===== config.mk =====
export PLATFORM = sky130hd
export DESIGN_NAME = csei_ram
export DESIGN_NICKNAME = d
export VERILOG_FILES = /design/src/design/csr_edge_support_intersection_assert.svh /design/src/design/csei_ram.sv
export SDC_FILE = /design/constraint.sdc
export NUM_CORES = 1
export LEC_CHECK = 0
export BUFFER_PORTS_ARGS = -buffer_cell sky130_fd_sc_hd__buf_2
export CAP_MARGIN = 20
export CELL_PAD_IN_SITES_DETAIL_PLACEMENT = 0
export CELL_PAD_IN_SITES_GLOBAL_PLACEMENT = 2
export CORE_ASPECT_RATIO = 0.6
export CORE_MARGIN = 2
export CORE_UTILIZATION = 30
export DETAILED_ROUTE_END_ITERATION = 10
export PLACE_DENSITY_LB_ADDON = 0.1
export SYNTH_ARGS = -nofsm -noshare
export SYNTH_HDL_FRONTEND = slang
export SYNTH_SLANG_ARGS = --single-unit

===== constraint.sdc =====
create_clock -name clk -period 3 [get_ports clk]
set_input_delay 0.15 -clock clk [delete_from_list [all_inputs] [get_ports clk]]
set_output_delay 0.15 -clock clk [all_outputs]
set_load 0.02 [all_outputs]

===== src/design/csr_edge_support_intersection_assert.svh =====
// Assertion helpers used by csei_walk.
`ifndef CSR_EDGE_SUPPORT_INTERSECTION_ASSERT_SVH
`define CSR_EDGE_SUPPORT_INTERSECTION_ASSERT_SVH

// Same-cycle implication, checked out of reset.
`define CSEI_ASSERT_NOW(label, clk, rst, ante, cons, msg) \
  label: assert property (@(posedge clk) disable iff (rst) (ante) |-> (cons)) \
    else $error(msg);

// Next-cycle implication, checked out of reset.
`define CSEI_ASSERT_NEXT(label, clk, rst, ante, cons, msg) \
  label: assert property (@(posedge clk) disable iff (rst) (ante) |=> (cons)) \
    else $error(msg);

`endif


===== src/design/csei_ram.sv =====
module csei_ram #(
  parameter int WIDTH = 8,
  parameter int DEPTH = 16
) (
  input  logic                     clk,
  input  logic                     we,
  input  logic [$clog2(DEPTH)-1:0] waddr,
  input  logic [WIDTH-1:0]         wdata,
  input  logic [$clog2(DEPTH)-1:0] raddr0,
  input  logic [$clog2(DEPTH)-1:0] raddr1,
  output logic [WIDTH-1:0]         rdata0,
  output logic [WIDTH-1:0]         rdata1
);

  logic [WIDTH-1:0] mem [DEPTH];

  always_ff @(posedge clk) begin
    if (we) begin
      mem[waddr] <= wdata;
    end
    rdata0 <= mem[raddr0];
    rdata1 <= mem[raddr1];
  end

endmodule


# ---- After elaboration in Yosys (flattened, before gate mapping)
# Memories as Yosys holds them, arrays and structs flattened. A register that Yosys moved wholly into a read port is not among the register bits.
# Cells that the tools add are included.
dict set report word_totals {
  reg_bits 0
  input_bits 22
  ramBits 128
  n_memories 1
}
dict set report op_classes {
  n_mux 2
}
# name words width read_ports rd_clocked_by_memory_dff write_ports line
set memory_table {}
lappend memory_table {mem 16 8 2 2 1 csei_ram.sv:15} ;# logic [WIDTH-1:0] mem [DEPTH];
# cell count
set op_table {}
lappend op_table {{2-to-1 mux 1 bit} 2}

# ---- Logic depth before layout (Yosys ltp)
# Gate-level depths: netlist of run 1.
dict set report logic_depth {
  ltp_word 2
  ltp_mapped 5
  mapped_depth_nobuf 3
}

# ---- Worst setup path after synthesis of run 1
# OpenSTA, ideal clock, no wires.
dict set report synth_timing {
  path_type {input to register}
  startpoint {input waddr[2]}
  endpoint {memory mem[0][0] (enable)}
  setup_time_ns 0.383
  cell_stages 2
  t_arrival_ns 1.260
  t_required_ns 2.617
  n_path_buf 0
  path_slack_ns 1.357
  cell_sequence {or3b_2 -> nor3_1}
}
# item line
set synth_rtl {}
lappend synth_rtl {{start, declared} csei_ram.sv:7} ;# input logic [$clog2(DEPTH)-1:0] waddr,
lappend synth_rtl {{end, declared} csei_ram.sv:15}
# Straight into the memory's write port.

==> impl_metrics.env, run 1 <==
export IMPL_cts_hold_fix_buffers=0
export IMPL_final_min_clock_period_ns=1.54
export IMPL_detailroute_via_count=3449
export IMPL_timing_worst_setup_path_type="in -> reg"
export IMPL_compound_gate_fraction_of_synth_area_pct=3.79
export IMPL_critical_path_required_ns=3.31
export IMPL_setup_viol_count_final=0
export IMPL_result_of_the_run="finished clean"
export IMPL_clock_insertion_delay_worst_skew_ns=0.42
export IMPL_synth_sequential_area_ratio_pct=65.6
export IMPL_gr_usage_met3_pct=3.73
export IMPL_final_cycle_share_pct=51.3
export IMPL_postSynthNetCount=329
export IMPL_yosysUniqueCellTypes=20
export IMPL_report_final_hold_viol_count=0
export IMPL_grtUsageTotal_pct=17.6
export IMPL_power_per_cell_area_nw_per_um2=658
export IMPL_final_common_cell="edfxtp_1"
export IMPL_number_of_synthesized_register_bits=144
export IMPL_critical_path_peak_fanout=17
export IMPL_largest_net_degree_at_the_start_of_global_routing=33
export IMPL_worst_ir_drop_vdd_uv=414
export IMPL_cts_buffers_inserted=17
export IMPL_synth_yosys_warnings=0
export IMPL_globalRouteOverflowTotal=0
export IMPL_initialDrtViolationCount=269
export IMPL_crit_path_end_kind="flip-flop"
export IMPL_clock_transition_at_the_registers_of_the_reported_paths_ns=0.06
export IMPL_width_of_the_die_um=192
export IMPL_start_util_pct=30.4
export IMPL_layout_setup_ws_ns=1.46
export IMPL_nets=389
export IMPL_max_cap_viol_count=0
export IMPL_floorplan_die_height_um=117
export IMPL_design_power_total_mw=4.97
export IMPL_post_cts_resize_count=0
export IMPL_rows=41
export IMPL_crit_arrival_ns=1.84
export IMPL_grt_first_pass_wirelength_mm=26.0
export IMPL_combinational_family_with_the_most_area_after_synthesis="multiplexers"
export IMPL_clockBufferDepth=2
export IMPL_maxSlewHeadroom_pct=46.2
export IMPL_cp_start_kind="primary input"
export IMPL_pre_cts_ws_ns=1.02
export IMPL_cellLeakagePower_nw=2.60
export IMPL_antenna_cells_inserted=0
export IMPL_most_crowded_layer_after_global_routing="met1"
export IMPL_via_count_of_the_first_global_routing_pass=3414
export IMPL_synthToLayoutAreaGrowth_pct=19.1
export IMPL_ios=38
export IMPL_setup_repair_after_global_routing_missed_its_margin="no"
export IMPL_muxShareOfSynthArea_pct=24.4
export IMPL_syn_mean_instance_area_um2=20.7
export IMPL_tritoncts="yes"
export IMPL_yosys_area_share_xor_xnor_pct=0
export IMPL_route_final_wire_length_mm=18.5
export IMPL_route_detailed_vias_per_inst=5.23
export IMPL_hold_path_class="in -> reg"
export IMPL_globalplace_congestion=0.710
export IMPL_drive_above_1_share_pct=33.9
export IMPL_wire_per_inst_um=28.1
export IMPL_number_of_antenna_violations_at_the_first_check_in_global_routing=0
export IMPL_synth_fa_ha_area_share_pct=0
export IMPL_dpl_hpwl_mm=11.4
export IMPL_io_buffer_count=37
export IMPL_synth_simple_gate_area_share_pct=3.43
export IMPL_final_setup_skew_ns=0.00941
export IMPL_floorplan_die_area_um2=22400
export IMPL_clock_root_buffer="clkbuf_16"
export IMPL_gr_usage_met2_pct=23.0
export IMPL_max_slew_worst_pin_slew_ns=0.807
export IMPL_antenna_violating_nets_post_route=0
export IMPL_mostFrequentLayoutCells="edfxtp_1, buf_2, mux4_2"
export IMPL_placeableCoreArea_um2=20900
export IMPL_synth_cell_area_um2=6350
export IMPL_holdWs_ns=0.104
export IMPL_cts_sink_count=144
export IMPL_totalNegativeSetupSlack_ns=0
export IMPL_count_of_unresolved_drc_violations_after_routing=0
export IMPL_use_met1_pct=29.0
export IMPL_fmax_mhz=650
export IMPL_timing_final_max_slew_violations=0
export IMPL_detailedRoute_firstPassIterationCount=5
export IMPL_clock_tree_htree_level_count=4
export IMPL_post_cts_repair_setup_buffers=0
export IMPL_syn_instance_count=307
==> final timing paths <==
path	startpoint	endpoint	slack (ns)	cells after the start
setup reg to reg	mem[3][7]	rdata1[7]	1.58	3
hold / removal	wdata[7]	mem[12][7]	0.10	1
setup / recovery	raddr1[0]	rdata1[1]	1.46	5
hold reg to reg	mem[14][2]	rdata0[2]	0.69	3
==> logic make-up after synthesis <==
group	Yosys count
compound gates	32
flops	144
simple gates	47
buf+inv	20
mux	64
==> synthesized netlist by cell type <==
library cell / instances / area [µm²]
edfxtp_1: 128 / 3840
mux4_2: 34 / 766
a22oi_1: 32 / 240
mux4_1: 28 / 736
nand2_1: 17 / 63.8
dfxtp_1: 16 / 320
nor2_1: 14 / 52.6
buf_2: 6 / 30.0
buf_6: 6 / 67.6
clkdlybuf4s25_2: 6 / 60.1
nor3_1: 4 / 20.0
and2_1: 2 / 12.5
and2b_1: 2 / 15.0
buf_4: 2 / 15.0
mux4_4: 2 / 50.1
nand2b_1: 2 / 12.5
nand3b_1: 2 / 15.0
nor2b_1: 2 / 12.5
nand3_1: 1 / 5.00
or3b_2: 1 / 8.76
==> sequential cells by signal, summed over array words and instances (netlist names) <==
name    flops
rdata1      8
rdata0      8
mem       128
==> critical path, stage by stage <==
cell	delay, ns
buf_2	0.53
buf_12	0.28
mux4_1	0.57
a22oi_1	0.22
nand2_1	0.08
==> per-layer routing <==
layer,vias up,part of all wire (%)
met3,12,5.0
met4,0,0.83
met5,-,0
met1,1887,54
li1,1459,-
met2,91,40
==> where the power goes <==
group	leakage (nW)	internal [mW]	switching (mW)
Clock	0.312	1.47	0.849
Combinational	0.996	0.157	0.230
Sequential	1.29	2.24	0.0208
Total	2.60	3.87	1.10
==> per-stage QoR <==
step,cells,instance area (µm²),util [%]
final,659,7560,36.2
after global routing,659,7560,36.2
after CTS,659,7560,36.2
after detailed placement,627,6920,33.1
after global placement,627,6920,33.1
after floorplan,307,6350,-
==> final cells by class <==
cell class	instances	area [µm²]
well taps	279	349
repair buffers	61	390
multi-input cells	143	2010
clock inverters	15	215
flip-flops and latches	144	4160
fillers	1949	13300
clock buffers	17	425
Note: power is estimated with default switching activity, not from simulation.
==> inputs of run 2 (changes only) <==
Settings changed: ABC_AREA set to 1.
Clock period 3 ns to 1.6 ns, I/O delays scaled along.
==> run 2 against run 1 <==
Against the previous run:
- wire length up 36%
- sequential power grew 88%
- flip-flop and latch count stayed put
- largest power group is now registers
- power increased by 91%
- critical path depth shrank 4
- core utilization decreased by 0.88 points
==> impl_metrics.env, run 2 <==
export IMPL_hold_path_class="in -> reg"
export IMPL_nets=914
export IMPL_totalNegativeSetupSlack_ns=0
export IMPL_post_cts_resize_count=0
export IMPL_floorplan_die_area_um2=25500
export IMPL_antenna_cells_inserted=0
export IMPL_crit_path_end_kind="primary output"
export IMPL_rows=44
export IMPL_ys_flop_type="edfxtp_1"
export IMPL_finish_utilization_pct=35.3
export IMPL_synth_yosys_warnings=0
export IMPL_via_count_of_the_first_global_routing_pass=6123
export IMPL_worstReg2RegStart="mem[3][6]"
export IMPL_antenna_violating_nets_post_route=0
export IMPL_globalplace_congestion=0.822
export IMPL_placeableCoreArea_um2=23900
export IMPL_clockBufferDepth=2
export IMPL_critical_path_peak_fanout=1
export IMPL_synth_top_cells_by_area="edfxtp_1, nand3_1, nand2_1"
export IMPL_clock_tree_htree_level_count=4
export IMPL_largest_net_degree_at_the_start_of_global_routing=65
export IMPL_fmax_mhz=880
export IMPL_globalRouteOverflowTotal=0
export IMPL_timing_worst_setup_path_type="reg -> out"
export IMPL_cp_start_kind="flip-flop"
export IMPL_report_final_hold_viol_count=0
export IMPL_setup_repair_after_global_routing_missed_its_margin="no"
export IMPL_result_of_the_run="finished clean"
export IMPL_mostFrequentLayoutCells="nand2_1, nand3_1, inv_1"
export IMPL_grtUsageTotal_pct=20.7
export IMPL_finish_cell_count_without_fillers=1227
export IMPL_rr_worst_depth=6
export IMPL_cp_depth=1
export IMPL_synth_sequential_area_ratio_pct=57.4
export IMPL_number_of_synthesized_register_bits=144
export IMPL_final_common_cell="nand2_1"
export IMPL_cellLeakagePower_nw=3.79
export IMPL_max_cap_viol_count=0
export IMPL_syn_instance_count=851
export IMPL_count_of_unresolved_drc_violations_after_routing=0
export IMPL_setup_worst_path_end="rdata0[5]"
export IMPL_postSynthNetCount=873
export IMPL_critical_path_s_top_delay_family="flip-flops"
export IMPL_clock_insertion_delay_worst_skew_ns=0.43
export IMPL_tritoncts="yes"
export IMPL_yosysUniqueCellTypes=13
export IMPL_clock_transition_at_the_registers_of_the_reported_paths_ns=0.06
export IMPL_post_cts_repair_setup_buffers=0
export IMPL_final_cycle_share_pct=71.1
export IMPL_clock_root_buffer="clkbuf_16"
export IMPL_synth_area_leader_cell="edfxtp_1"
export IMPL_detailroute_via_count=6009
export IMPL_cts_buffers_inserted=17
export IMPL_cts_hold_fix_buffers=0
export IMPL_crit_chain="buf_2"
export IMPL_max_slew_worst_pin_slew_ns=0.509
export IMPL_critical_path_buf_inv_count=1
export IMPL_synth_top_area_share_pct=52.9
export IMPL_setup_viol_count_final=0
export IMPL_final_setup_skew_ns=0.00658
export IMPL_crit_arrival_ns=1.06
export IMPL_io_buffer_count=37
export IMPL_grt_first_pass_wirelength_mm=38.1
export IMPL_final_min_clock_period_ns=1.14
export IMPL_route_detailed_vias_per_inst=4.90
export IMPL_syn_mean_instance_area_um2=8.53
export IMPL_async_reset_ff_share_pct=0
export IMPL_crit_start="rdata0[5]"
export IMPL_dpl_hpwl_mm=15.6
export IMPL_width_of_the_die_um=205
export IMPL_timing_final_max_slew_violations=0
export IMPL_top_register="mem"
export IMPL_largestRegisters="mem (128), rdata0 (8), rdata1 (8)"
export IMPL_critical_path_slowest_cell="dfxtp_1"
export IMPL_number_of_antenna_violations_at_the_first_check_in_global_routing=1
export IMPL_r2r_setup_slack_ns=0.55
export IMPL_wire_per_inst_um=20.5
export IMPL_yosysMostFrequentCell="nand2_1"
export IMPL_critical_path_required_ns=1.52
export IMPL_detailedRoute_firstPassIterationCount=6
export IMPL_synthToLayoutAreaGrowth_pct=16.5
export IMPL_regToRegEndpoint="rdata0[6]"
export IMPL_ios=38
export IMPL_route_final_wire_length_mm=25.1
export IMPL_worst_ir_drop_vdd_uv=734
export IMPL_synth_cell_area_um2=7260
export IMPL_maxSlewHeadroom_pct=66.0
export IMPL_power_per_cell_area_nw_per_um2=1120
export IMPL_cts_sink_count=144
export IMPL_crit_path_max_incr_delay_ns=0.43
export IMPL_numPlacedInstances=1195
export IMPL_design_power_total_mw=9.47
export IMPL_initialDrtViolationCount=455
export IMPL_drive_above_1_share_pct=10.8
export IMPL_most_common_library_cells_after_synthesis="nand2_1, nand3_1, inv_1"
export IMPL_floorplan_die_height_um=124
export IMPL_largest_register_ff_count=128
export IMPL_start_util_pct=30.3
export IMPL_synth_edf_count=128
## run 2: changes by cell type in the layout (fill, tap and decap cells not counted), moves of 28 or more
cell,previous run,this run
nand3_1,1,225
mux4_1,28,0
inv_1,0,134
mux4_2,34,0
a22oi_1,32,0
nand2_1,17,277
## run 2: how the worst min path moves through the flow
stage | from | end | slack (ns) | cells past startpoint
6_report | wdata[5] | mem[15][5] | 0.04 | 1
5_1_grt | wdata[5] | mem[4][5] | 0.06 | 1
4_1_cts | wdata[1] | mem[3][1] | 0.04 | 1
3_5_place_dp | rdata0[7] | rdata0[7] | 0.50 | 1
3_3_place_gp | wdata[5] | mem[14][5] | 0.49 | 1
2_1_floorplan | wdata[0] | mem[0][0] | 0.18 | 0
## run 2: kinds of logic after synthesis
logic type,after synthesis,share of synthesized area (%)
buf+inv,186,11.7
flops,144,57.4
simple gates,521,30.9
## run 2: routing by layer
| metal | GRT usage [%] | wire length, µm | vias up |
|---|---|---|---|
| li1 | - | - | 2822 |
| met1 | 30.0 | 12200 | 2918 |
| met2 | 30.1 | 10600 | 225 |
| met3 | 4.40 | 1560 | 42 |
| met4 | 7.89 | 712 | 2 |
| met5 | 0 | 7 | - |
## run 2: stage by stage
step           hold WS (ns)  worst slack (ns)  area [µm²]
2_1_floorplan         0.179             0.569        7260
3_3_place_gp          0.491             0.363        7850
3_5_place_dp          0.497             0.356        7850
4_1_cts              0.0418             0.441        8460
5_1_grt              0.0560             0.411        8460
6_report             0.0447             0.463        8460
## run 2: power breakdown
part / leakage [nW] / total [mW] / internal (mW) / switching [mW]
clock network: 0.294 / 4.25 / 2.69 / 1.56
registers: 1.29 / 4.25 / 4.21 / 0.0458
logic: 2.20 / 0.975 / 0.283 / 0.692
## run 2: layout make-up
cell class | count | area (µm²)
clock buffers | 26 | 479
clock inverters | 6 | 129
fillers | 2463 | 15500
inverters | 138 | 518
multi-input cells | 521 | 2240
flip-flops and latches | 144 | 4160
well taps | 322 | 403
repair buffers | 70 | 520
==> inputs of run 3 (changes only) <==
Clock period 1.6 ns to 1 ns, I/O delays scaled along.
==> run 3 against run 2 <==
Against the previous run:
- final cell count is 2.7% higher
- critical path depth is 5 higher
- worst setup slack worse by 0.44 ns
- count of clock-buffer cells in the layout is 1 lower
- combinational power is 97% higher
- flip-flop and latch count stayed put
- critical path type is now reg -> reg
==> impl_metrics.env, run 3 (synthesis gave the netlist of run 2 again) <==
export IMPL_timing_final_max_slew_violations=0
export IMPL_via_count_of_the_first_global_routing_pass=5991
export IMPL_detailroute_via_count=6136
export IMPL_report_final_hold_viol_count=0
export IMPL_clock_insertion_delay_worst_skew_ns=0.43
export IMPL_grtUsageTotal_pct=21.2
export IMPL_globalplace_congestion=0.833
export IMPL_io_buffer_count=37
export IMPL_numPlacedInstances=1228
export IMPL_grt_first_pass_wirelength_mm=38.9
export IMPL_critical_path_peak_fanout=2
export IMPL_final_setup_skew_ns=0.00871
export IMPL_worst_ir_drop_vdd_uv=1160
export IMPL_clock_root_buffer="clkbuf_16"
export IMPL_route_detailed_vias_per_inst=4.87
export IMPL_final_cycle_share_pct=98.1
export IMPL_hold_path_class="in -> reg"
export IMPL_internal_power_mw=11.2
export IMPL_count_of_unresolved_drc_violations_after_routing=0
export IMPL_regToRegEndpoint="rdata1[5]"
export IMPL_initialDrtViolationCount=519
export IMPL_cts_hold_fix_buffers=0
export IMPL_final_min_clock_period_ns=0.981
export IMPL_nets=947
export IMPL_maxSlewHeadroom_pct=75.9
export IMPL_power_frac_seq_pct=45.3
export IMPL_antenna_violating_nets_post_route=0
export IMPL_crit_path_max_incr_delay_ns=0.38
export IMPL_dpl_hpwl_mm=17.5
export IMPL_clockBufferDepth=2
export IMPL_setup_viol_count_final=0
export IMPL_rr_worst_depth=6
export IMPL_critical_path_top_cell_by_count="nand3_2"
export IMPL_crit_arrival_ns=1.29
export IMPL_number_of_antenna_violations_at_the_first_check_in_global_routing=0
export IMPL_crit_chain="inv_2 > nand2_1 > nand3_2 > nand3_2 > nand3_2 > nand2_2"
export IMPL_largest_register_ff_count=128
export IMPL_min_from="wdata[6]"
export IMPL_wire_per_inst_um=20.5
export IMPL_result_of_the_run="finished clean"
export IMPL_drive_above_1_share_pct=26.3
export IMPL_design_power_total_mw=15.0
export IMPL_total_switching_power_mw=3.77
export IMPL_synthToLayoutAreaGrowth_pct=28.4
export IMPL_detailedRoute_firstPassIterationCount=6
export IMPL_max_cap_viol_count=0
export IMPL_top_register="mem"
export IMPL_ios=38
export IMPL_placeableCoreArea_um2=23900
export IMPL_cellLeakagePower_nw=4.10
export IMPL_crit_path_end_kind="flip-flop"
export IMPL_cp_start_kind="flip-flop"
export IMPL_min_path_cells=1
export IMPL_timing_worst_setup_path_type="reg -> reg"
export IMPL_finish_cell_count_without_fillers=1260
export IMPL_floorplan_die_height_um=124
export IMPL_power_switching_share_pct=25.2
export IMPL_width_of_the_die_um=205
export IMPL_largestRegisters="mem (128), rdata0 (8), rdata1 (8)"
export IMPL_cts_buffers_inserted=17
export IMPL_globalRouteOverflowTotal=0
export IMPL_setup_repair_after_global_routing_missed_its_margin="yes"
export IMPL_final_common_cell="nand2_1"
export IMPL_fmax_mhz=1020
export IMPL_comb_power_share_pct=12.8
export IMPL_worstReg2RegStart="mem[5][5]"
export IMPL_finish_utilization_pct=38.9
export IMPL_min_to="mem[14][6]"
export IMPL_critical_path_slowest_cell="edfxtp_1"
export IMPL_power_per_cell_area_nw_per_um2=1610
export IMPL_max_slew_worst_pin_slew_ns=0.362
export IMPL_critical_path_required_ns=1.31
export IMPL_mostFrequentLayoutCells="nand2_1, nand3_1, edfxtp_1"
export IMPL_antenna_cells_inserted=0
export IMPL_cts_sink_count=144
export IMPL_start_util_pct=30.3
export IMPL_route_final_wire_length_mm=25.9
export IMPL_rows=44
export IMPL_largest_net_degree_at_the_start_of_global_routing=36
export IMPL_clock_tree_htree_level_count=4
export IMPL_power_share_clock_pct=41.8
export IMPL_tritoncts="yes"
export IMPL_r2r_setup_slack_ns=0.02
export IMPL_totalNegativeSetupSlack_ns=0
export IMPL_floorplan_die_area_um2=25500
export IMPL_holdWs_ns=0.0228
export IMPL_clock_transition_at_the_registers_of_the_reported_paths_ns=0.06
## run 3: cell count changes in the layout (fill, tap and decap cells not counted), moves of 10 or more
cell     change
buf_4       +15
nand2_1     -10
nand3_2     +62
nand2_2     +10
inv_1       -41
inv_2       +41
nand3_1     -63
buf_12      +24
## run 3: through the flow
step / area, µm² / worst slack [ns]
2_1_floorplan: 7260 / -0.000845
3_3_place_gp: 8400 / -0.211
3_5_place_dp: 8400 / -0.202
4_1_cts: 9020 / 0.0000111
5_1_grt: 9320 / -0.0308
6_report: 9320 / 0.0194
## run 3: how the worst max path moves through the flow
stage,from,depth (start not counted),endpoint,slack (ns)
final,mem[5][5],6,rdata1[5],0.02
after global routing,mem[12][7],6,rdata1[7],-0.03
after CTS,mem[7][4],6,rdata0[4],0.00001
after detailed placement,raddr0[0],9,rdata0[6],-0.20
after global placement,raddr0[0],9,rdata0[6],-0.21
after floorplan,waddr[3],2,mem[4][0],-0.0008
## run 3: metal layers
metal	vias to the layer above	global-route usage [%]	wire, µm
met3	29	4.06	1430
met1	3034	32.2	12900
li1	2890	-	-
met5	-	0	0
met2	183	30.4	11100
met4	0	5.58	427
## run 3: layout make-up
class | count | area [µm²]
sequential | 144 | 4170
tap | 322 | 403
multi-input combinational | 521 | 2590
timing repair buffer | 103 | 1080
clock inverter | 7 | 86.3
inverter | 138 | 518
clock buffer | 25 | 475
fill | 2382 | 14600
## run 3: worst max-delay path: cells and delay by family, from the launching register on
family / cells / cell delay (ns)
simple gates: 5 / 0.41
flops: 1 / 0.38
buf+inv: 1 / 0.07
## run 3: what timing repair did
| item | CTS | global route |
|---|---|---|
| setup endpoints to repair | 10 | 19 |
| setup buffers | 0 | 0 |
| pin swaps | 4 | 38 |
| resized for setup | 18 | 104 |
| endpoints found under the hold margin | 0 | 0 |
## run 3: power by group through the flow
stage / Combinational [mW] / Clock, mW / Sequential, mW
floorplan: 0.847 / 0 / 6.99
global placement: 1.78 / 0 / 6.91
detailed placement: 1.77 / 0 / 6.91
CTS: 1.81 / 6.38 / 6.78
global route: 2.08 / 6.62 / 6.80
finish: 1.92 / 6.26 / 6.79
