==> src/design/csr_edge_support_intersection_assert.svh <==
// Assertion helpers used by csei_walk.
`ifndef CSR_EDGE_SUPPORT_INTERSECTION_ASSERT_SVH
`define CSR_EDGE_SUPPORT_INTERSECTION_ASSERT_SVH

// Same-cycle implication, checked out of reset.
`define CSEI_ASSERT_NOW(label, clk, rst, ante, cons, msg) \
  label: assert property (@(posedge clk) disable iff (rst) (ante) |-> (cons)) \
    else $error(msg);

// Next-cycle implication, checked out of reset.
`define CSEI_ASSERT_NEXT(label, clk, rst, ante, cons, msg) \
  label: assert property (@(posedge clk) disable iff (rst) (ante) |=> (cons)) \
    else $error(msg);

`endif

==> src/design/csei_pkg.sv <==
package csei_pkg;

  localparam int MAX_VERTS = 1024;
  localparam int MAX_ADJ   = 16384;

  localparam int MODE_W = 2;
  localparam int SLOT_W = 14;
  localparam int VAL_W  = 15;
  localparam int VERT_W = 10;
  localparam int NB_W   = 10;
  localparam int SUP_W  = 10;
  localparam int LIM_W  = 11;

  localparam int OFS_DEPTH = MAX_VERTS + 1;
  localparam int OFS_AW    = $clog2(OFS_DEPTH);
  localparam int NB_AW     = $clog2(MAX_ADJ);
  // list pointers must hold MAX_ADJ itself
  localparam int PTR_W     = $clog2(MAX_ADJ + 1);

  typedef enum logic [MODE_W-1:0] {
    MODE_OFS   = 2'd0,
    MODE_NB    = 2'd1,
    MODE_QUERY = 2'd2,
    MODE_NONE  = 2'd3
  } csei_mode_t;

  typedef struct packed {
    csei_mode_t          mode;
    logic [SLOT_W-1:0]   slot;
    logic [VAL_W-1:0]    load_value;
    logic [VERT_W-1:0]   vert_u;
    logic [VERT_W-1:0]   vert_v;
  } csei_in_t;

  typedef struct packed {
    logic [VERT_W-1:0] edge_u;
    logic [VERT_W-1:0] edge_v;
    logic [SUP_W-1:0]  support;
  } csei_out_t;

  typedef enum logic [2:0] {
    S_IDLE,
    S_OFS_U,
    S_OFS_V,
    S_WALK,
    S_DONE
  } csei_state_t;

  // read addresses the walk engine drives into both stores
  typedef struct packed {
    logic [OFS_AW-1:0] ofs_addr0;
    logic [OFS_AW-1:0] ofs_addr1;
    logic [NB_AW-1:0]  nb_addr0;
    logic [NB_AW-1:0]  nb_addr1;
  } csei_raddr_t;

  typedef struct packed {
    logic idle;
    logic done;
  } csei_stat_t;

  function automatic logic [PTR_W-1:0] clamp_adj(input logic [VAL_W-1:0] x);
    logic [PTR_W-1:0] r;
    if (int'(x) > MAX_ADJ) r = PTR_W'(MAX_ADJ);
    else r = PTR_W'(x);
    return r;
  endfunction

endpackage

==> src/design/csei_walk.sv <==
`include "csr_edge_support_intersection_assert.svh"

module csei_walk (
  input  logic                        clk,
  input  logic                        rst,
  input  logic                        start,
  input  logic [csei_pkg::VERT_W-1:0] vert_u,
  input  logic [csei_pkg::VERT_W-1:0] vert_v,
  input  logic [csei_pkg::LIM_W-1:0]  vertex_limit,
  input  logic [csei_pkg::VAL_W-1:0]  ofs_rd0,
  input  logic [csei_pkg::VAL_W-1:0]  ofs_rd1,
  input  logic [csei_pkg::NB_W-1:0]   nb_rd0,
  input  logic [csei_pkg::NB_W-1:0]   nb_rd1,
  input  logic                        res_take,
  output csei_pkg::csei_raddr_t       raddr,
  output csei_pkg::csei_stat_t        stat,
  output csei_pkg::csei_out_t         res
);

  import csei_pkg::*;

  csei_state_t       state, state_next;
  logic [VERT_W-1:0] u, v;
  logic [PTR_W-1:0]  p1, e1, p2, e2;
  logic [PTR_W-1:0]  p1_next, e1_next, p2_next, e2_next;
  logic [SUP_W-1:0]  count, count_next;
  logic              stop;

  // either current entry at or above the limit ends the walk
  assign stop = (LIM_W'(nb_rd0) >= vertex_limit) || (LIM_W'(nb_rd1) >= vertex_limit);

  always_comb begin
    p1_next    = p1;
    e1_next    = e1;
    p2_next    = p2;
    e2_next    = e2;
    count_next = count;
    case (state)
      S_OFS_U: begin
        p1_next = clamp_adj(ofs_rd0);
        e1_next = clamp_adj(ofs_rd1);
      end
      S_OFS_V: begin
        p2_next    = clamp_adj(ofs_rd0);
        e2_next    = clamp_adj(ofs_rd1);
        count_next = '0;
      end
      S_WALK: begin
        if (!stop) begin
          if (nb_rd0 < nb_rd1) begin
            p1_next = p1 + 1'b1;
          end else if (nb_rd0 > nb_rd1) begin
            p2_next = p2 + 1'b1;
          end else begin
            p1_next = p1 + 1'b1;
            p2_next = p2 + 1'b1;
            if (count != {SUP_W{1'b1}}) count_next = count + 1'b1;
          end
        end
      end
      default: ;
    endcase
  end

  always_comb begin
    state_next = state;
    case (state)
      S_IDLE:  if (start) state_next = S_OFS_U;
      S_OFS_U: state_next = S_OFS_V;
      S_OFS_V: state_next = (p1 < e1 && p2_next < e2_next) ? S_WALK : S_DONE;
      S_WALK:  state_next = (!stop && p1_next < e1 && p2_next < e2) ? S_WALK : S_DONE;
      S_DONE:  if (res_take) state_next = S_IDLE;
      default: state_next = S_IDLE;
    endcase
  end

  // read issue: offsets of u then v, then one neighbor pair per merge step
  always_comb begin
    raddr.ofs_addr0 = OFS_AW'(u);
    raddr.ofs_addr1 = OFS_AW'(u) + 1'b1;
    if (state == S_IDLE) begin
      raddr.ofs_addr0 = OFS_AW'(vert_u);
      raddr.ofs_addr1 = OFS_AW'(vert_u) + 1'b1;
    end else if (state == S_OFS_U) begin
      raddr.ofs_addr0 = OFS_AW'(v);
      raddr.ofs_addr1 = OFS_AW'(v) + 1'b1;
    end
    raddr.nb_addr0 = p1_next[NB_AW-1:0];
    raddr.nb_addr1 = p2_next[NB_AW-1:0];
    stat.idle      = (state == S_IDLE);
    stat.done      = (state == S_DONE);
    res.edge_u     = u;
    res.edge_v     = v;
    res.support    = count;
  end

  always_ff @(posedge clk) begin
    if (rst) begin
      state <= S_IDLE;
    end else begin
      state <= state_next;
    end
  end

  always_ff @(posedge clk) begin
    if (state == S_IDLE && start) begin
      u <= vert_u;
      v <= vert_v;
    end
    p1    <= p1_next;
    e1    <= e1_next;
    p2    <= p2_next;
    e2    <= e2_next;
    count <= count_next;
  end

  `CSEI_ASSERT_NOW(a_walk_in_bounds, clk, rst, state == S_WALK, (p1 < e1) && (p2 < e2), "walk step outside list bounds")
  `CSEI_ASSERT_NEXT(a_walk_exit, clk, rst, state == S_WALK, state == S_WALK || state == S_DONE, "walk left to a bad state")
  `CSEI_ASSERT_NEXT(a_count_monotonic, clk, rst, state == S_WALK, count >= $past(count), "support count decreased")
  `CSEI_ASSERT_NEXT(a_done_holds, clk, rst, state == S_DONE && !res_take, state == S_DONE, "result dropped before taken")

endmodule

==> config.mk <==
export PLATFORM = sky130hd
export DESIGN_NAME = csei_walk
export DESIGN_NICKNAME = d
export VERILOG_FILES = /design/src/design/csei_pkg.sv /design/src/design/csei_walk.sv
export VERILOG_INCLUDE_DIRS = /design/src /design/src/design
export SDC_FILE = /design/constraint.sdc
export NUM_CORES = 1
export LEC_CHECK = 0
export BUFFER_PORTS_ARGS = -buffer_cell sky130_fd_sc_hd__buf_4
export CAP_MARGIN = 0
export CORE_UTILIZATION = 50
export DETAILED_ROUTE_END_ITERATION = 12
export PLACE_DENSITY = 0.75
export SLEW_MARGIN = 15
export SYNTH_ARGS = -nofsm -noshare
export SYNTH_HDL_FRONTEND = slang
export SYNTH_SLANG_ARGS = --single-unit
==> constraint.sdc <==
create_clock -name clk -period 5.7 [get_ports clk]
set_input_delay 0.57 -clock clk [delete_from_list [all_inputs] [get_ports clk]]
set_output_delay 0.57 -clock clk [all_outputs]
set_load 0.005 [all_outputs]
Yosys cells after proc, flatten, opt, wreduce, memory -nomap -nowiden
Index checks and enable logic that the tools add are counted.
Cells by class
  $add $sub $neg: 6
  $lt $le $gt $ge: 10
  equal/unequal tests: 11
  multiplexer cells: 22
  reductions and logical operators: 10
Operators with widths (number)
  $mux W15: 8
  $lt A15 B15 Y1: 4
  $pmux W15 S2: 2
  $mux W21: 2
  $mux W10: 4
  $add A10 B1 Y11 const B: 3
  $add A15 B1 Y15 const B: 2
  $gt A15 B15 Y1 const B: 2
  $ge A10 B11 Y1: 2
  $pmux W10 S2: 1
  $pmux W3 S5: 1
  $mux W3: 4
  $ne A2 B2 Y1 const B: 6
  $add A10 B1 Y10 const B: 1
  $gt A10 B10 Y1: 1
  $lt A10 B10 Y1: 1
  $ne A10 B10 Y1 const B: 1
  $eq A3 B2 Y1 const B: 2
  $reduce_and A5 Y1: 1
  $logic_and A1 B1 Y1: 4
  $eq A3 B1 Y1 const B: 1
  $eq A3 B3 Y1 const B: 1
  $logic_not A3 Y1: 1
  $reduce_and A2 Y1: 1
  3 further kinds: 3
Word-level totals
  flip-flop bits (word level): 93
  input port bits: 85
  output and inout port bits: 82
  word-level logic and storage cells: 67

Logic depth before layout (Yosys ltp)
Gate-level depths: netlist of run 1.
  word-level depth: 10
  mapped depth: 20
  mapped depth without buffers: 19

Worst setup path before layout of run 1
Ideal clock, no wire load.
  kind: input-to-reg
  start: in vertex_limit[8] (netlist bit)
  end: reg state[0]
  library setup time: 103 ps
  data arrival time: 4471 ps
  required time: 5597 ps
  path slack: 1126 ps
  stages on the path: 20
  buffers on the path: 1
  cells stage by stage: inv_1 > ha_1 > a21o_1 > a22oi_1 > a21o_2 > o2111ai_4 > or4_1 > buf_2 > o21ai_1 > o31ai_1 > a221oi_1 > ha_1 > nand2_1 > nor2_1 > a211oi_1 > o21ai_0 > a2111oi_0 > o31a_1 > o21ai_0 > a2111oi_2
Between the ends
  elaborated cells on any way between the ends: 17
  classes of those cells: order compare (5); mux (7); reduce/logical (5)
RTL lines
  start, declared: RTL line csei_walk.sv:9  | input logic [csei_pkg::LIM_W-1:0] vertex_limit,
  $ge A10 B11 Y1: RTL line csei_walk.sv:30  | assign stop = (LIM_W'(nb_rd0) >= vertex_limit) || (LIM_W'(nb_rd1) >= vertex_limit);
  $logic_or A1 B1 Y1 (*): RTL line csei_walk.sv:30
  $mux W15 (*): RTL line csei_walk.sv:49  | if (!stop) begin
  $pmux W15 S2 (*): RTL line csei_walk.sv:38  | case (state)
  via p2_next[9]: RTL line csei_walk.sv:25  | logic [PTR_W-1:0] p1_next, e1_next, p2_next, e2_next;
  $lt A15 B15 Y1 (on tied branches): RTL line csei_walk.sv:71, csei_walk.sv:70
  $logic_and A1 B1 Y1 (on tied branches): RTL line csei_walk.sv:71, csei_walk.sv:70
  $mux W3 (on tied branches): RTL line csei_walk.sv:71, csei_walk.sv:70
  $pmux W3 S5 (*): RTL line csei_walk.sv:67  | case (state)
  end signal, assigned: RTL line csei_walk.sv:101  | state <= state_next;
  end, declared: RTL line csei_walk.sv:22  | csei_state_t state, state_next;
The timed path passes the listed nets; every way through them passes the cells marked *.
A chain may end at the register's enable or synchronous reset.

Final worst setup path of run 1
  start: in nb_rd0[3] (netlist bit)
  end: reg state[0]
Between the ends
  cells in the longest elaborated chain, start to end: 10
  elaborated cells on any way between the ends: 21
  classes of those cells: order compare (6); mux (10); reduce/logical (5)
Ends and longest elaborated chain
  start, declared: RTL line csei_walk.sv:12  | input logic [csei_pkg::NB_W-1:0] nb_rd0,
  $gt A10 B10 Y1: RTL line csei_walk.sv:52  | end else if (nb_rd0 > nb_rd1) begin
  $mux W15: RTL line csei_walk.sv:52
  $mux W15: RTL line csei_walk.sv:50  | if (nb_rd0 < nb_rd1) begin
  $mux W15: RTL line csei_walk.sv:49
  $pmux W15 S2: RTL line csei_walk.sv:38
  $lt A15 B15 Y1: RTL line csei_walk.sv:71  | S_WALK: state_next = (!stop && p1_next < e1 && p2_next < e2) ? S_WALK : S_DONE;
  $logic_and A1 B1 Y1 (2 in a row): RTL line csei_walk.sv:71
  $mux W3: RTL line csei_walk.sv:71
  $pmux W3 S5 (*): RTL line csei_walk.sv:67
Mark *: on every way between the ends. The rest lies on a longest branch, timed or not.

==> results of run 1 <==
area by class of cell:
class	count	area (um2)
inverters	92	345.3
fillers	1131	4930
flip-flops and latches	93	2312
well taps	176	220.2
clock buffers	10	239.0
multi-input cells	555	4040
clock inverters	6	45.04
repair buffers	176	1321
flip-flops by register name, summed over array words and instances (netlist names):
| register | cells |
|---|---|
| count | 10 |
| e1 | 15 |
| e2 | 15 |
| p1 | 15 |
| p2 | 15 |
| state | 3 |
| u | 10 |
| v | 10 |
cells by family after synthesis:
logic type | synth area share, %
AOI/OAI and AO/OA | 17.75
adders and majority gates | 16.09
and+or+nand+nor | 17.96
buffers and inverters | 9.258
DFF | 33.03
muxes | 3.735
other | 0.05357
xor gates and xnor gates | 2.127
path summary, 6_finish.rpt:
kind / startpoint / to
max reg2reg: state[0] / state[0]
min: vert_v[3] / v[3]
min reg2reg: e2[0] / e2[0]
max: nb_rd0[3] / state[0]
Yosys cell counts, types with 5 or more instances:
| library cell | n |
|---|---|
| a21o_1 | 11 |
| o22ai_1 | 10 |
| a211oi_1 | 7 |
| nor4_1 | 7 |
| a22oi_1 | 10 |
| clkbuf_1 | 18 |
| a21oi_1 | 46 |
| edfxtp_1 | 45 |
| nand3_1 | 19 |
| buf_4 | 30 |
| o21ai_0 | 37 |
| o21ai_1 | 5 |
| nor2b_1 | 13 |
| and4_1 | 5 |
| xnor2_1 | 7 |
| nand4_1 | 22 |
| nand2b_1 | 15 |
| o21a_1 | 10 |
| nor2_1 | 49 |
| xor2_1 | 10 |
| nor3_1 | 9 |
| ha_1 | 90 |
| nand2_1 | 68 |
| dfxtp_1 | 48 |
| inv_1 | 92 |
| and3_1 | 8 |
| mux2i_1 | 25 |
metrics by stage:
step / cell area, um2 / cells / worst slack (ps) / hold slack [ps]
6_report: 8523 / 1108 / 637.6 / 388.7
5_1_grt: 8523 / 1108 / 205.0 / 377.0
4_1_cts: 8523 / 1108 / 659.5 / 381.6
3_5_place_dp: 8239 / 1092 / 290.3 / 484.1
3_3_place_gp: 8239 / 1092 / 398.0 / 474.6
2_1_floorplan: 7000 / 790 / 1126 / 457.5
layer usage:
layer	global-route usage, %	vias to the layer above
met4	10.03	0
met1	35.27	2942
met2	43.97	264
li1	-	3108
met5	0	-
met3	4.811	40
power groups by stage:
| stage | clock, W | sequential [W] | combinational, W |
|---|---|---|---|
| 4_1_cts | 0.000588 | 0.00114 | 0.00217 |
| 2_1_floorplan | 0 | 0.00109 | 0.00149 |
| 3_5_place_dp | 0 | 0.00115 | 0.00215 |
| 3_3_place_gp | 0 | 0.00115 | 0.00211 |
| 6_report | 0.000582 | 0.00115 | 0.00217 |
| 5_1_grt | 0.000613 | 0.00118 | 0.00244 |
==> summary.md, run 1 <==
| Metric | Value |
|---|---|
| Initial core utilization | around 52% |
| Final Hold Viols | 0 |
| Initial antenna violation count | 0 |
| Die footprint | about 14,000 um2 |
| Finished Core Util | between 60% and 70% |
| EDFF count, synth | between 40 and 50 |
| Die W | between 100 and 150 um |
| Seq/Total Area, Yosys | approximately 33% |
| Slew @ Worst Pin | 967.4 ps |
| Post-DRT Antenna Nets | 0 |
| FF-to-FF path depth | 15 |
| R2R Setup Slk | 1120 ps |
| Mean post-synth cell area | approximately 8.9 um2 |
| Synthesized net count | approximately 970 |
| CTS Sinks | between 90 and 100 |
| Max-cap viol count | 0 |
| Most common cell after layout, fill and taps aside | buf_4 |
| Worst path max stage delay | 630 ps |
| Synth Register Bits | 93 |
| Most frequent cells in the layout | buf_4, inv_1, ha_1 |
| Hold Path Stages | 1 |
| Starting DRT DRC Count | slightly above 500 |
| Vias | 6,354 |
| Wirelength per Cell | 17.17 um |
| Number of global-route vias before repair | slightly above 6k |
| Flop pwr share | 29.4% |
| Endpoint type of the worst setup path | flop |
| Diodes inserted | 0 |
| DR WL met3 | 1374 um |
| PwrDens | around 460 nW/um2 |
| Final nets | between 1k and 1.5k |
| Area leader, netlist | edfxtp_1 |
| Area contributors post-synth | edfxtp_1, ha_1, dfxtp_1 |
| Power Internal | 0.002247 W |
| Top Layer Used | met4 |
| Postcts setup bufs | 0 |
| Worst-path fanout max | 8 |
| Worst min-delay path class | in -> reg |
| Sw power | 0.001653 W |
| CP Launch Type | input port |
| Synth Flop Type | dfxtp_1 |
| Syn. warnings | 0 |
| Clock transition at path regs | around 70 ps |
| CORE AREA | about 13,000 um2 |
| Worst EP arrival | approximately 5300 ps |
| Area growth, synth to finish | 21.75% |
| CTS Buf Count | 9 |
| Fin crit share | 88.81% |
| Synthesized area | approximately 7000 um2 |
| CTS tree | done |
| Resized Gates After CTS | 0 |
| Yosys top cell area share | 19.30% |
| Cells after Synth | slightly below 800 |
| Met1 Wirelength | ~8300 um |
| Largest net degree at the start of global routing | 27 |
| Tmin final | 5062 ps |
| DRT Wirelength | 19,020 um |
| DRC viols | 0 |
| Data required, critical path | slightly below 6000 ps |
| Slowest CP cell | a2111oi_4 |
| Crit Path Class | in -> reg |
| Chip height | 120.3 um |
| Total power | just under 0.004 W |
| Clock Power Share | 14.9% |
| Critical path buffer and inverter count | 1 |
| RSZ-0062 raised after global routing | false |
| WL met2 | about 8800 um |
| Post-route setup TNS | 0 ps |
| GR Util All Layers | between 20% and 30% |
| Row count | between 40 and 50 |
| Routability cong. | ~0.9 |
| Vias per cell | 5.735 |
| Distinct cells, synth | between 70 and 80 |
| CP Depth | 19 |
| Total global routing overflow | 0 |
| Sw frac | a little over two fifths |
| Clock latency on the worst-skew pair | 350 ps |
| Fmax | 197.5 MHz |
| Final setup viols | 0 |
| Port bufs | 165 |
| H-tree depth | 3 |
| Layout cells sized above 1 | about 23% |
| TritonRoute pass-1 iters | 5 |
| CP delay by family, top | compound AO/OA/AOI/OAI gates |
| Worst IR Drop VDD | between 0.2 and 0.3 mV |
| Relative slew slack | between 30% and 40% |
| Cts hold-fix bufs | 0 |
| Root buf cell | clkbuf_16 |
| Gate power share | between 50 and 60% |
| Leak | ~4 nW |
| Crit-path cells | buf_4 > ha_1 > a21oi_1 > o21ai_2 > a2111oi_4 > nor2_4 > nor3b_4 > nand4_1 > xor2_1 > o22ai_1 > ha_1 > a211oi_1 > o211ai_1 > a21oi_1 > o21ai_0 > a2111oi_0 > o31a_1 > o21ai_0 > a2111oi_2 |
| First-pass GRT wire length | 30,390 um |
| FFs w/ async S/R, synth | 0% |
| CTS Buffer Depth | 2 |
| IO Pins | approximately 170 |
| Final Max Slew Viols | 0 |
| Run status | finished clean |
| Detailed-placement wirelength estimate | 15,270 um |
| Worst Clk Skew | roughly 4.5 ps |
Note: power is estimated with default switching activity, not from simulation.
==> run 2, diff against run 1 <==
CORE_ASPECT_RATIO = 1.2   (was unset)
CTS_CLUSTER_SIZE = 12   (was unset)
==> run 2 against run 1 <==
Clock power up 9.6%. Final cell count is 0.27% lower. Critical path depth unchanged. Power is 1.5% higher. Combinational power barely moved. Sequential power hardly changed. Sequential share of layout area decreased by 0.11 points. Routed wire length grew 1.6%. Sequential cell count unchanged. Design area up 0.40%. Via count is 0.13% lower. Critical endpoint unchanged. Largest power group unchanged.
==> summary.md, run 2 (same netlist as run 1, synthesis figures left out) <==
| Metric | Value |
|---|---|
| Run status | finished clean |
| Worst Clk Skew | 7.476 ps (+2.957 ps) |
| Max-cap viol count | 0 (unchanged) |
| Initial core utilization | 51.09% (-0.95 points) |
| Final Max Slew Viols | 0 (unchanged) |
| Total global routing overflow | 0 (unchanged) |
| Data required, critical path | 5950 ps (about the same) |
| Tmin final | 5048 ps (-14.43 ps) |
| Post-route setup TNS | 0 ps (unchanged) |
| Worst path max stage delay | 590 ps (-40 ps) |
| Non-filler cells, final | 1,105 (-0.27%) |
| Register area | 2312 um2 (unchanged) |
| Layout cells sized above 1 | 22.91% (+0.17 points) |
| RSZ-0062 raised after global routing | false |
| Critical path buffer and inverter count | 1 (unchanged) |
| Final setup viols | 0 (unchanged) |
| Fin crit share | 88.56% (-0.25 points) |
| Post-DRT Antenna Nets | 0 (unchanged) |
| DRC viols | 0 (unchanged) |
| Vias | 6,346 (-0.13%) |
| TritonRoute pass-1 iters | 5 (unchanged) |
| CTS Sinks | 93 (unchanged) |
| Root buf cell | clkbuf_16 |
| Area growth, synth to finish | 22.23% |
| Postcts setup bufs | 0 (unchanged) |
| Number of global-route vias before repair | 6,180 (+2.2%) |
| CTS Buf Count | 9 (unchanged) |
| IO Pins | 167 (unchanged) |
| Worst setup margin | 652.1 ps (+14.43 ps) |
| Wirelength per Cell | 17.49 um (+1.9%) |
| Worst-path fanout max | 8 (unchanged) |
| Clock transition at path regs | 80 ps (about the same) |
| Crit Path Class | in -> reg |
| Chip height | 131.6 um (+9.4%) |
| H-tree depth | 3 (unchanged) |
| Area of the multi-input gates | 4040 um2 (unchanged) |
| Crit-path cells | buf_4 > ha_1 > a21oi_1 > o21ai_2 > a2111oi_4 > nor2_4 > nor3b_4 > nand4_1 > xor2_1 > o22ai_1 > ha_1 > a211oi_1 > o211ai_1 > a21oi_1 > o21ai_0 > a2111oi_0 > o31a_1 > o21ai_0 > a2111oi_2 |
| Resized Gates After CTS | 0 (unchanged) |
| Placed cell count | 1,089 (-0.27%) |
| Fmax | 198.1 MHz (+0.29%) |
| Relative slew slack | 35.60% (+0.091 points) |
| Leak | 4.005 nW (+0.41%) |
| CP delay by family, top | compound AO/OA/AOI/OAI gates |
| CTS Buffer Depth | 2 (unchanged) |
| Port bufs | 165 (unchanged) |
| Diodes inserted | 0 (unchanged) |
| Final hold slack | 380.8 ps (-7.916 ps) |
| PwrDens | 462.5 nW/um2 (+1.1%) |
| Slew @ Worst Pin | 966.0 ps (-1.360 ps) |
| Slowest CP cell | a2111oi_4 |
| Final Hold Viols | 0 (unchanged) |
| Pre-CTS WS | 354.8 ps (+64.49 ps) |
| Worst EP arrival | 5300 ps (-20 ps) |
| Largest net degree at the start of global routing | 22 (-19%) |
| Die footprint | 14,480 um2 (about the same) |
| DRT Wirelength | 19,320 um (+1.6%) |
| Cts hold-fix bufs | 0 (unchanged) |
| Worst IR Drop VDD | 0.2474 mV (-6.9%) |
| Dpl cell area | 8248 um2 (+0.11%) |
| Routability cong. | 0.9098 (+0.98%) |
| Filler Cells Inserted | 1,196 (+5.7%) |
| Detailed-placement wirelength estimate | 15,600 um (+2.2%) |
| Most common cell after layout, fill and taps aside | buf_4 |
| Clock latency on the worst-skew pair | 360 ps (about the same) |
| Row count | 47 (+12%) |
| Endpoint type of the worst setup path | flop |
| Worst min-delay path class | in -> reg |
| Final Cell Area | 8557 um2 (+0.40%) |
| Final nets | 1,104 (+0.18%) |
| Most frequent cells in the layout | buf_4, inv_1, ha_1 |
| CORE AREA | 13,700 um2 (+1.9%) |
| GR Util All Layers | 27.21% (+0.36 points) |
| Initial antenna violation count | 0 (unchanged) |
| CP Launch Type | input port |
| Starting DRT DRC Count | 491 (-4.3%) |
| R2R Setup Slk | 1330 ps (+210 ps) |
| Vias per cell | 5.743 (+0.15%) |
| CTS tree | done |
| First-pass GRT wire length | 30,140 um (-0.84%) |
| Die W | 110.0 um (-8.6%) |
-- run 2: cell types whose count changed in the layout (fill, tap and decap cells not counted), sizes merged --
cell / delta
clkbuf: -1
clkinvlp: +1
clkinv: -4
bufinv: +1
buf: +2
inv: +3
-- run 2: final timing paths --
kind / from / to / cells after the start
worst max register to register: p1[4] / state[0] / 16
worst min register to register: e2[14] / e2[14] / 2
worst max-delay path: nb_rd0[3] / state[0] / 19
worst min-delay path: vert_v[0] / v[0] / 1
-- run 2: routing by layer --
metal	global-route usage, %	vias to the layer above	wire [um]
met4	14.96	0	938
li1	-	3100	-
met1	32.98	2890	7752
met3	4.167	59	1457
met2	45.24	297	9176
met5	0	-	0
-- run 2: layout make-up --
| cell class | count | area share (%) |
|---|---|---|
| flip-flops and latches | 93 | 27.02 |
| clock buffers | 9 | 2.632 |
| repair buffers | 178 | 15.62 |
| well taps | 171 | 2.500 |
| multi-input cells | 555 | 47.21 |
| inverters | 92 | 4.036 |
| clock inverters | 7 | 0.9797 |
-- run 2: where the power goes --
part	switching [W]	internal, W
clock	0.000289	0.000350
combinational	0.00118	0.00100
sequential	0.000200	0.000937
total	0.00167	0.00229
-- run 2: metrics by stage --
step	util, %	power, W
floorplan	-	0.002573
global placement	60.20	0.003264
detailed placement	60.20	0.003309
CTS	62.45	0.003958
global route	62.45	0.004276
finish	62.45	0.003958
==> run 3, diff against run 2 <==
PLACE_DENSITY = 0.84   (was 0.75)
==> run 3 against run 2 <==
Power decreased by 0.31%. Utilization decreased by 0.14 points. Sequential cell count unchanged. Sequential share of layout area increased by 0.059 points. Routed wire length increased by 0.33%. Clock power decreased by 3.1%. Largest cell class unchanged. Largest power group unchanged. Highest routed layer unchanged.
==> summary.md, run 3 (same netlist as run 1, synthesis figures left out) <==
| Metric | Value |
|---|---|
| Fmax | 199.2 MHz (+0.55%) |
| Data required, critical path | 5950 ps (about the same) |
| Final Max Slew Viols | 0 (unchanged) |
| Crit-path cells | buf_4 > ha_1 > a21oi_2 > o21ai_2 > a2111oi_4 > nor2_4 > nor3b_4 > nand2_4 > o41a_1 > o211ai_1 > ha_1 > a21oi_1 > nor2_1 > a211oi_1 > o21ai_0 > a2111oi_0 > o31a_1 > o21ai_0 > a2111oi_2 |
| Worst IR Drop VDD | 0.3251 mV (+31%) |
| TritonRoute pass-1 iters | 5 (unchanged) |
| H-tree depth | 3 (unchanged) |
| GR Util All Layers | 27.26% (+0.048 points) |
| Relative slew slack | 36.84% (+1.2 points) |
| Largest net degree at the start of global routing | 22 (unchanged) |
| Final Hold Viols | 0 (unchanged) |
| RSZ-0062 raised after global routing | false |
| Worst EP arrival | 5270 ps (-30 ps) |
| Endpoint type of the worst setup path | flop |
| Worst-path fanout max | 8 (unchanged) |
| Slew @ Worst Pin | 947.4 ps (-18.60 ps) |
| CTS Sinks | 93 (unchanged) |
| Area growth, synth to finish | 21.97% |
| Total global routing overflow | 0 (unchanged) |
| CTS tree | done |
| FF-to-FF path depth | 15 (-1) |
| Final nets | 1,103 (-0.091%) |
| R2R Setup Slk | 1090 ps (-240 ps) |
| Post-DRT Antenna Nets | 0 (unchanged) |
| Non-filler cells, final | 1,104 (-0.090%) |
| CORE AREA | 13,700 um2 (unchanged) |
| Wirelength per Cell | 17.56 um (+0.42%) |
| PwrDens | 462.1 nW/um2 (about the same) |
| Clock latency on the worst-skew pair | 350 ps (about the same) |
| Die W | 110.0 um (unchanged) |
| Slowest CP cell | a2111oi_4 |
| Fin crit share | 88.08% (-0.48 points) |
| Cts hold-fix bufs | 0 (unchanged) |
| Worst Clk Skew | 8.729 ps (+1.253 ps) |
| Routability cong. | 0.8885 (-2.3%) |
| Run status | finished clean |
| Die footprint | 14,480 um2 (unchanged) |
| Most frequent cells in the layout | buf_4, inv_1, ha_1 |
| Vias per cell | 5.896 (+2.7%) |
| Root buf cell | clkbuf_16 |
| Hold Path Stages | 1 (unchanged) |
| Worst path max stage delay | 570 ps (-20 ps) |
| Post-route setup TNS | 0 ps (unchanged) |
| Vias | 6,509 (+2.6%) |
| Final setup viols | 0 (unchanged) |
| CP Depth | 19 (unchanged) |
| Row count | 47 (unchanged) |
| Number of global-route vias before repair | 6,311 (+2.1%) |
| Max-cap viol count | 0 (unchanged) |
| Initial antenna violation count | 0 (unchanged) |
| CP delay by family, top | compound AO/OA/AOI/OAI gates |
| Clock transition at path regs | 70 ps (about the same) |
| Port bufs | 165 (unchanged) |
| Diodes inserted | 0 (unchanged) |
| Total power | 0.003945 W (-0.31%) |
| Most common cell after layout, fill and taps aside | buf_4 |
| CTS Buf Count | 9 (unchanged) |
| Resized Gates After CTS | 0 (unchanged) |
| Starting DRT DRC Count | 677 (+38%) |
| Leak | 3.994 nW (-0.28%) |
| Placed cell count | 1,088 (-0.092%) |
| IO Pins | 167 (unchanged) |
| CTS Buffer Depth | 2 (unchanged) |
| Layout cells sized above 1 | 22.72% (-0.19 points) |
| Worst min-delay path class | in -> reg |
| Crit Path Class | in -> reg |
| DRT Wirelength | 19,390 um (+0.33%) |
| Detailed-placement wirelength estimate | 15,550 um (-0.35%) |
| Critical path buffer and inverter count | 1 (unchanged) |
| Tmin final | 5020 ps (-27.52 ps) |
| Postcts setup bufs | 0 (unchanged) |
| First-pass GRT wire length | 30,430 um (+0.96%) |
| Initial core utilization | 51.09% (unchanged) |
| DRC viols | 0 (unchanged) |
| Chip height | 131.6 um (unchanged) |
| CP Launch Type | input port |
==> run 3: changes by cell type in the layout (fill, tap and decap cells not counted), sizes merged <==
cell and change:
buf -1, clkinv +3, inv -3
==> run 3: worst register-to-register path, cell delays in order, from the launching register on <==
cell       delay (ps)
dfxtp_1           340
inv_1             210
nor2_4            400
nand2_2           200
inv_1             560
a311oi_1          110
a221oi_1          530
ha_1              380
a21oi_1           160
nand2_1            70
a211oi_1          290
o21ai_0           160
a2111oi_0         430
o31a_1            190
o21ai_0           160
a2111oi_2         320
==> run 3: power by group <==
part	internal (W)	total, W	switching (W)
clock network	0.000342	0.000618	0.000276
logic	0.00100	0.00219	0.00118
registers	0.000938	0.00114	0.000204
==> run 3: cell type report <==
type,count,area [um2]
flip-flops and latches,93,2312
clock buffers,9,225.2
inverters,92,345.3
fillers,1125,5164
well taps,171,214.0
clock inverters,7,72.57
multi-input cells,555,4040
repair buffers,177,1329
==> run 3: path summary, 6_finish.rpt <==
check / start / end
setup / recovery: nb_rd0[5] / state[0]
hold / removal: vert_v[1] / v[1]
setup reg to reg: state[0] / state[0]
hold reg to reg: e2[14] / e2[14]
==> run 3: through the flow <==
step           worst slack (ps)  utilization, %  hold WS (ps)  instance area (um2)
2_1_floorplan              1126               -         457.5                 7000
3_3_place_gp              387.0           60.14         469.1                 8240
3_5_place_dp              388.6           60.14         480.0                 8240
4_1_cts                   737.9           62.31         382.6                 8538
5_1_grt                   344.3           62.31         382.2                 8538
6_report                  679.6           62.31         389.5                 8538
==> run 3: per-layer routing <==
metal | vias up | GRT usage, % | part of all wire (%)
met1 | 2984 | 32.26 | 39
met4 | 0 | 14.22 | 4.8
met5 | - | 0 | 0
met3 | 70 | 5.903 | 9.1
li1 | 3110 | - | -
met2 | 345 | 45.31 | 47
